`src/design/modq_pkg.sv`:
```
// shared types, constants and helper functions for the q = 7681 arithmetic unit
package modq_pkg;

    localparam logic [31:0] Q          = 32'd7681;
    localparam logic [15:0] QINV16     = 16'hE201;
    localparam logic [31:0] QINV32     = 32'h8B83E201;
    localparam logic [31:0] ALPHA_OFS  = 32'd4;
    localparam logic [12:0] LOW13      = 13'h1FFF;
    localparam int          FOLD_SHIFT = 13;
    localparam int          INV_STEPS  = 12;
    localparam int          INV_SKIP   = 9;
    localparam int          LANE_DEPTH = 3;
    localparam int          LEVELS     = INV_STEPS + 1;
    localparam int          STAGES     = LEVELS * LANE_DEPTH;

    typedef enum logic [3:0] {
        ACT_MONT_RED   = 4'd0,
        ACT_PLANT_RED  = 4'd1,
        ACT_FOLD13     = 4'd2,
        ACT_CSUBQ      = 4'd3,
        ACT_MONT_MUL   = 4'd4,
        ACT_PLANT_MUL  = 4'd5,
        ACT_PLANT_CONST = 4'd6,
        ACT_MONT_INV   = 4'd7,
        ACT_PLANT_INV  = 4'd8
    } action_t;

    typedef enum logic [3:0] {
        OP_MONT_MUL,
        OP_PLANT_MUL,
        OP_MONT_RED,
        OP_PLANT_RED,
        OP_PLANT_CONST,
        OP_FOLD,
        OP_CSUBQ,
        OP_PASS,
        OP_ZERO
    } lane_op_t;

    // 2^13 counted as 2^9 - 1
    function automatic logic [15:0] fold13(input logic [15:0] a);
        logic [15:0] lo;
        logic [15:0] hi;
        lo = {3'b000, a[12:0] & LOW13};
        hi = {{FOLD_SHIFT{a[15]}}, a[15:FOLD_SHIFT]};
        return lo + (hi << 9) - hi;
    endfunction

    function automatic logic [15:0] csubq(input logic [15:0] a);
        logic signed [16:0] x;
        logic signed [16:0] q17;
        q17 = 17'(Q);
        x = {a[15], a};
        if (x < 0) begin
            x = x + q17;
        end
        x = x - q17;
        if (x < 0) begin
            x = x + q17;
        end
        return x[15:0];
    endfunction

    function automatic lane_op_t action_op(input action_t act);
        lane_op_t op;
        case (act)
            ACT_MONT_RED:    op = OP_MONT_RED;
            ACT_PLANT_RED:   op = OP_PLANT_RED;
            ACT_FOLD13:      op = OP_FOLD;
            ACT_CSUBQ:       op = OP_CSUBQ;
            ACT_MONT_MUL:    op = OP_MONT_MUL;
            ACT_PLANT_MUL:   op = OP_PLANT_MUL;
            ACT_PLANT_CONST: op = OP_PLANT_CONST;
            default:         op = OP_ZERO;
        endcase
        return op;
    endfunction

endpackage

```
`src/design/modq_lane.sv`:
```
// three-stage modular multiply / reduce lane (montgomery and plantard) with fold13, csubq and pass ops
module modq_lane (
    input  logic                  aclk,
    input  logic [2:0]            en,
    input  modq_pkg::lane_op_t    op,
    input  logic signed [15:0]    a,
    input  logic signed [31:0]    b,
    output logic signed [15:0]    result
);
    import modq_pkg::*;

    lane_op_t    op_a_reg, op_b_reg;
    logic [31:0] p_a_reg, p_b_reg, w_b_reg;
    logic [15:0] pass_a_reg, pass_b_reg, r_c_reg;

    logic [31:0] p_a_next, w_b_next;
    logic [15:0] pass_a_next, r_c_next;
    logic signed [31:0] mult_b;
    logic signed [47:0] prod;
    logic [31:0] u_full, pq, u_ext, uq, d, h_ext, t;

    // stage a: operand product
    always_comb begin
        if (op == OP_MONT_MUL || op == OP_PLANT_MUL) begin
            mult_b = {{16{b[15]}}, b[15:0]};
        end else begin
            mult_b = b;
        end
        prod = a * mult_b;
        case (op)
            OP_MONT_RED, OP_PLANT_RED:                 p_a_next = b;
            OP_MONT_MUL, OP_PLANT_MUL, OP_PLANT_CONST: p_a_next = prod[31:0];
            default:                                   p_a_next = '0;
        endcase
        case (op)
            OP_FOLD:  pass_a_next = fold13(a);
            OP_CSUBQ: pass_a_next = csubq(a);
            OP_PASS:  pass_a_next = a;
            default:  pass_a_next = '0;
        endcase
    end

    // stage b: multiply by q inverse
    always_comb begin
        u_full = {16'h0000, p_a_reg[15:0]} * {16'h0000, QINV16};
        pq     = p_a_reg * QINV32;
        case (op_a_reg)
            OP_MONT_MUL, OP_MONT_RED:   w_b_next = {16'h0000, u_full[15:0]};
            OP_PLANT_MUL, OP_PLANT_RED: w_b_next = pq;
            OP_PLANT_CONST:             w_b_next = p_a_reg;
            default:                    w_b_next = '0;
        endcase
    end

    // stage c: multiply by q and keep the high half
    always_comb begin
        u_ext = {{16{w_b_reg[15]}}, w_b_reg[15:0]};
        uq    = u_ext * Q;
        d     = p_b_reg - uq;
        h_ext = {{16{w_b_reg[31]}}, w_b_reg[31:16]} + ALPHA_OFS;
        t     = h_ext * Q;
        case (op_b_reg)
            OP_MONT_MUL, OP_MONT_RED:                  r_c_next = d[31:16];
            OP_PLANT_MUL, OP_PLANT_RED, OP_PLANT_CONST: r_c_next = t[31:16];
            OP_FOLD, OP_CSUBQ, OP_PASS:                r_c_next = pass_b_reg;
            default:                                   r_c_next = '0;
        endcase
    end

    always_ff @(posedge aclk) begin
        if (en[0]) begin
            op_a_reg   <= op;
            p_a_reg    <= p_a_next;
            pass_a_reg <= pass_a_next;
        end
        if (en[1]) begin
            op_b_reg   <= op_a_reg;
            p_b_reg    <= p_a_reg;
            w_b_reg    <= w_b_next;
            pass_b_reg <= pass_a_reg;
        end
        if (en[2]) begin
            r_c_reg <= r_c_next;
        end
    end

    assign result = r_c_reg;

endmodule

```
`config.mk`:
```
export PLATFORM = sky130hd
export DESIGN_NAME = modq_lane
export DESIGN_NICKNAME = d
export VERILOG_FILES = /design/src/design/modq_pkg.sv /design/src/design/modq_lane.sv
export SDC_FILE = /design/constraint.sdc
export NUM_CORES = 2
export LEC_CHECK = 0
export ABC_AREA = 1
export BUFFER_PORTS_ARGS = -buffer_cell sky130_fd_sc_hd__buf_2
export CAP_MARGIN = 30
export CELL_PAD_IN_SITES_DETAIL_PLACEMENT = 2
export CELL_PAD_IN_SITES_GLOBAL_PLACEMENT = 2
export CORE_ASPECT_RATIO = 1.5
export CORE_MARGIN = 2
export CORE_UTILIZATION = 40
export CTS_CLUSTER_DIAMETER = 120
export DETAILED_ROUTE_END_ITERATION = 7
export GPL_TIMING_DRIVEN = 0
export PLACE_DENSITY = 0.88
export SKIP_CTS_REPAIR_TIMING = 1
export SLEW_MARGIN = 20
export SYNTH_ARGS = -nofsm -noshare
export SYNTH_HDL_FRONTEND = slang
export SYNTH_SLANG_ARGS = --single-unit
export TNS_END_PERCENT = 1
```
`constraint.sdc`:
```
create_clock -name aclk -period 15.4 [get_ports aclk]
set_clock_uncertainty 0.05 [all_clocks]
set_input_delay 4.62 -clock aclk [delete_from_list [all_inputs] [get_ports aclk]]
set_output_delay 4.62 -clock aclk [all_outputs]
set_load 0.02 [all_outputs]
```
* Word level (Yosys, flattened, before mapping)
Cells that the tools add are included.
** Word-level totals
- Output and inout bits :: 16
- Bits in registers :: 152
- Input port bits :: 56
- Logic and storage cells :: 59
** Cells by class
- Reductions and logical operators :: 11
- Equality and inequality tests :: 18
- Add/subtract/negate cells :: 7
- Multipliers :: 5
- Muxes and demuxes :: 8
- Order comparisons :: 2
** Operators by type and width (number)
- 16-bit case mux with 3 select lines :: 2
- 32-bit case mux with 3 select lines :: 1
- 32-bit case mux with 2 select lines :: 1
- 4-bit by 3-bit equality test with 1-bit output (second input constant) :: 9
- 17-bit two-way mux :: 2
- 16-bit by 32-bit multiplier with 32-bit output :: 1
- 32-bit by 32-bit multiplier with 32-bit output (second input constant) :: 1
- 32-bit two-way mux :: 1
- 32-bit subtractor :: 1
- 17-bit by 14-bit multiplier with 31-bit output (second input constant) :: 1
- 16-bit by 14-bit multiplier with 30-bit output (second input constant) :: 1
- 4-bit by 2-bit equality test with 1-bit output (second input constant) :: 6
- 16-bit by 14-bit adder with 17-bit output (second input constant) :: 1
- 16-bit by 4-bit adder with 17-bit output (second input constant) :: 1
- 17-bit by 1-bit less-than comparator with 1-bit output (second input constant) :: 1
- 17-bit by 14-bit subtractor with 17-bit output (second input constant) :: 1
- 16-bit by 14-bit adder with 16-bit output (second input constant) :: 1
- 16-bit by 1-bit less-than comparator with 1-bit output (second input constant) :: 1
- 16-bit by 14-bit multiplier with 16-bit output (second input constant) :: 1
- 16-bit two-way mux :: 1
- 15-bit by 3-bit subtractor with 16-bit output :: 1
- 14-bit by 12-bit adder with 15-bit output :: 1
- 4-bit by 1-bit equality test with 1-bit output (second input constant) :: 3
- 4-bit zero test :: 3
- 3 further kinds :: 8

* Longest topological paths before layout
- Depth after elaboration :: 7
- Mapped depth :: 33

* Least setup slack after synthesis
Ideal clock, no wire load.
- Path type :: in2reg
- From :: input port b[15]
- To :: register p_a_reg[31] (data pin)
- Data required time :: 15.097 ns
- Stages :: 28
- Setup time :: 0.253 ns
- Arrival :: 10.131 ns
- Setup slack :: 4.966 ns
- Cells stage by stage :: buf_2 -> inv_1 -> nand2_8 -> buf_12 -> nand2_4 -> inv_1 -> nand2_1 -> fa_1 -> inv_1 -> fa_1 -> inv_1 -> fa_1 -> inv_1 -> fa_1 -> fa_1 -> inv_1 -> fa_1 -> inv_1 -> ha_1 -> nand2_1 -> nor2_1 -> inv_1 -> nor3_1 -> or3b_2 -> nand2_1 -> nand3_1 -> nand3_1 -> nand2_1
** On the way
- Word-level cells in the longest chain between the ends :: 3
** RTL lines
- start: declaration :: RTL line modq_lane.sv:7 : input logic signed [31:0] b,
- 32-bit two-way mux :: RTL line modq_lane.sv:24 : if (op == OP_MONT_MUL || op == OP_PLANT_MUL) begin
- 16-bit by 32-bit multiplier with 32-bit output :: RTL line modq_lane.sv:29 : prod = a * mult_b;
- 32-bit case mux with 2 select lines :: RTL line modq_lane.sv:30 : case (op)
- net p_a_next[31] :: RTL line modq_lane.sv:16 : logic [31:0] p_a_next, w_b_next;
- end signal: assignment :: RTL line modq_lane.sv:73 : p_a_reg <= p_a_next;
- end: declaration :: RTL line modq_lane.sv:13 : logic [31:0] p_a_reg, p_b_reg, w_b_reg;
The timed path passes the listed nets, and every way through them passes these cells.
A chain may end at the register's enable or synchronous reset.

* Worst setup path in the final report
- From :: input port a[2]
- To :: register p_a_reg[19] (data pin)
** On the way
- Word-level cells in the longest chain between the ends :: 2
** RTL lines
- start: declaration :: RTL line modq_lane.sv:6 : input logic signed [15:0] a,
- 16-bit by 32-bit multiplier with 32-bit output :: RTL line modq_lane.sv:29
- 32-bit case mux with 2 select lines :: RTL line modq_lane.sv:30
- net p_a_next[19] :: RTL line modq_lane.sv:16
The timed path passes the listed nets, and every way through them passes these cells.

==> out/results.tsv <==
stage	metric	value	unit
outcome	status	complete, no violations	
logic_synthesis	syn_nets	5059	
sta	finalSetupViolations	0	
grt	grt_max_degree	68	
die	die_w	240	um
logic_synthesis	yosysSeqAreaShare	0.137	
die	die_y	358	um
cts	clock-sinks	152	
min_path	whs_endpoint	pass_b_reg[14]	
placed_design	preCtsSetupSlack	3.31	ns
logic_synthesis	synth_top_cell_by_area	fa_1	
die	ios	72	
min_path	min_path_cells	0	
worst_setup_path	worst_setup_path_end_kind	register	
sta	rsz0062_at_grt	no	
routing	drtPass1Iterations	5	
cts	cts_buffers	17	
routing	avgViaCountPerCell	5.42	
routing	num_vias	28600	
logic_synthesis	ys.warnings.count	0	
worst_setup_path	path_class	in -> reg	
worst_setup_path	arrival	11.82	ns
worst_setup_path	r2r_slack	7.14	ns
routing	top_layer_used	met4	
worst_setup_path	r2r.worst_path.cells	32	
placed_design	port-buffer-count	54	
logic_synthesis	synth_ff_type	edfxtp_1	
placed_design	gp_congestion	0.922	
finish	drive_above_1_share	0.0538	
grt	groute.usage.overall	0.327	
finish	fin_nets	5141	
routing	antenna_left	0	
logic_synthesis	synth_common_cells	1074 x inv_1, 753 x nand2_1, 474 x fa_1	
placed_design	dp_hpwl	120000	um
logic_synthesis	synthTopCellsByArea	fa_1 28%, ha_1 17%, edfxtp_1 14%	
grt	grt_pass1_wl	207000	um
sta	period_share	0.759	
logic_synthesis	synth.cell_area	33300	sq um
routing	wl_met3	4170	um
logic_synthesis	yosysTopAreaCellShare	0.285	
flow_run	drv_cap	0	
routing	drtIter0Drc	1126	
worst_setup_path	path_common_cell	fa_1	
worst_setup_path	r2r_end	result[13]	
worst_setup_path	path_cells	buf_2 -> buf_4 -> clkbuf_1 -> clkbuf_1 -> nand2_1 -> fa_1 -> inv_1 -> fa_1 -> inv_1 -> fa_1 -> fa_1 -> inv_1 -> fa_1 -> fa_1 -> ha_1 -> nand2_1 -> nor4_1 -> a21oi_1 -> o21ai_0 -> a21oi_1 -> xor2_1 -> o22ai_1	
sta	worst_pin_slew	1.10	ns
routing	wl_per_cell	25.9	um
sta	fin_tns_setup	0	ns
sta	max_slew_margin	0.269	
worst_setup_path	cpMaxStageDelayCell	clkbuf_1	
placed_design	dp.cells	5241	
sta	finalCriticalPeriod	11.69	ns
die	rows	129	
min_path	hp-start	pass_a_reg[14]	
worst_setup_path	crit_required	15.53	ns
finish	stdcell_count	5276	
logic_synthesis	postSynthAreaPerCell	8.20	sq um
worst_setup_path	cpPeakStageDelay	0.78	ns
worst_setup_path	crit_path_start_kind	primary input	
grt	antenna_found_initial	1	
sta	drv_slew	0	
logic_synthesis	ys_types	65	
worst_setup_path	reg2reg_from	w_b_reg[4]	
grt	grt_pass1_vias	34800	
die	core_area	82500	sq um
cts	clockRootBuffer	clkbuf_16	
grt	grt-ovfl-total	0	
logic_synthesis	yosys.cell_count.top_type	inv_1	
finish	syn_to_final_growth	7.13	%
finish	fillers	9352	
cts	h-tree-depth	4	
worst_setup_path	cp_max_fo	10	
sta	fmax	0.0855	GHz
routing	drc	0	
routing	finalWirelength	137000	um
cts	clockBufferDepth	2	
logic_synthesis	synth-edff-count	152	
cts	path_clk_slew	0.07	ns
worst_setup_path	crit_buf_inv	7	
sta	whs	0.382	ns
cts	clkLatencyLatePin	0.47	ns
routing	met2_wirelength	76000	um
min_path	hold_path_class	reg -> reg	
worst_setup_path	path_delay_family	adder cells	
logic_synthesis	async_flop_share	0	
die	die-area	85700	sq um
logic_synthesis	synth_seq_cells	152	
sta	hold_viol_final	0	
die	floorplan.initialDensity	0.404	
sta	worst_slack	3.71	ns
routing	wl_met1	43600	um
cts	tritoncts	built	
logic_synthesis	netlist_instances	4066	
area by class of cell:
| cell class | instances | area [sq um] | share of cell area |
|---|---|---|---|
| antenna | 2 | 5.00 | 0.000140 |
| buffer | 92 | 412 | 0.0115 |
| clock buffer | 17 | 425 | 0.0119 |
| clock inverter | 15 | 134 | 0.00375 |
| inverter | 1094 | 4110 | 0.115 |
| multi-input combinational | 2728 | 24300 | 0.679 |
| sequential | 152 | 4560 | 0.128 |
| tap | 1113 | 1390 | 0.0390 |
| timing repair buffer | 63 | 403 | 0.0113 |
kinds of logic (layout without fill, tap and decap cells):
kind of cell               count (synthesis)  after routing  synth area share
AOI/OAI and AO/OA                        439            439            0.0773
DFF                                      152            152             0.137
buffers and inverters                   1186           1281             0.136
xor gates and xnor gates                 128            128            0.0341
adders and majority gates                937            937             0.459
and+or+nand+nor                         1224           1224             0.157
other                                      0              2                 0
worst max path at each step:
stage | slack [ns] | start | cells after the start | end
4_1_cts | 3.81 | a[5] | 21 | p_a_reg[19]
2_1_floorplan | 4.97 | b[15] | 28 | p_a_reg[31]
3_3_place_gp | 3.10 | a[2] | 23 | p_a_reg[31]
3_5_place_dp | 3.31 | a[15] | 23 | p_a_reg[31]
6_report | 3.71 | a[2] | 22 | p_a_reg[19]
5_1_grt | 3.53 | a[2] | 22 | p_a_reg[19]
per-layer routing:
layer	vias up	global-route usage
li1	12600	-
met1	14700	0.292
met2	764	0.648
met3	481	0.0356
met4	0	0.270
met5	-	0
through the flow:
| stage | utilization | cell area, sq um |
|---|---|---|
| 2_1_floorplan | - | 33300 |
| 3_3_place_gp | 0.424 | 35000 |
| 3_5_place_dp | 0.426 | 35100 |
| 4_1_cts | 0.433 | 35700 |
| 5_1_grt | 0.433 | 35700 |
| 6_report | 0.433 | 35700 |
cells in the final DEF, fill, tap and decap left out, types with 82 or more instances in the layout:
cell type,instances
edfxtp_1,152
inv_1,1074
a21oi_1,180
nor2_1,214
nand2_1,752
nand3_1,110
fa_1,474
ha_1,463
xor2_1,82
o21ai_0,116
worst reg2reg max path: cells and delay by family (launching register included):
kind	cells	cell delay, ns
fa+ha+maj	8	3.15
compound gates	9	2.50
simple gates	12	1.48
flops	1	0.51
xor+xnor	1	0.17
buf+inv	2	0.13
Power is not shown: default switching activity piles up to over one toggle a cycle in this logic, so the estimate is an artifact.
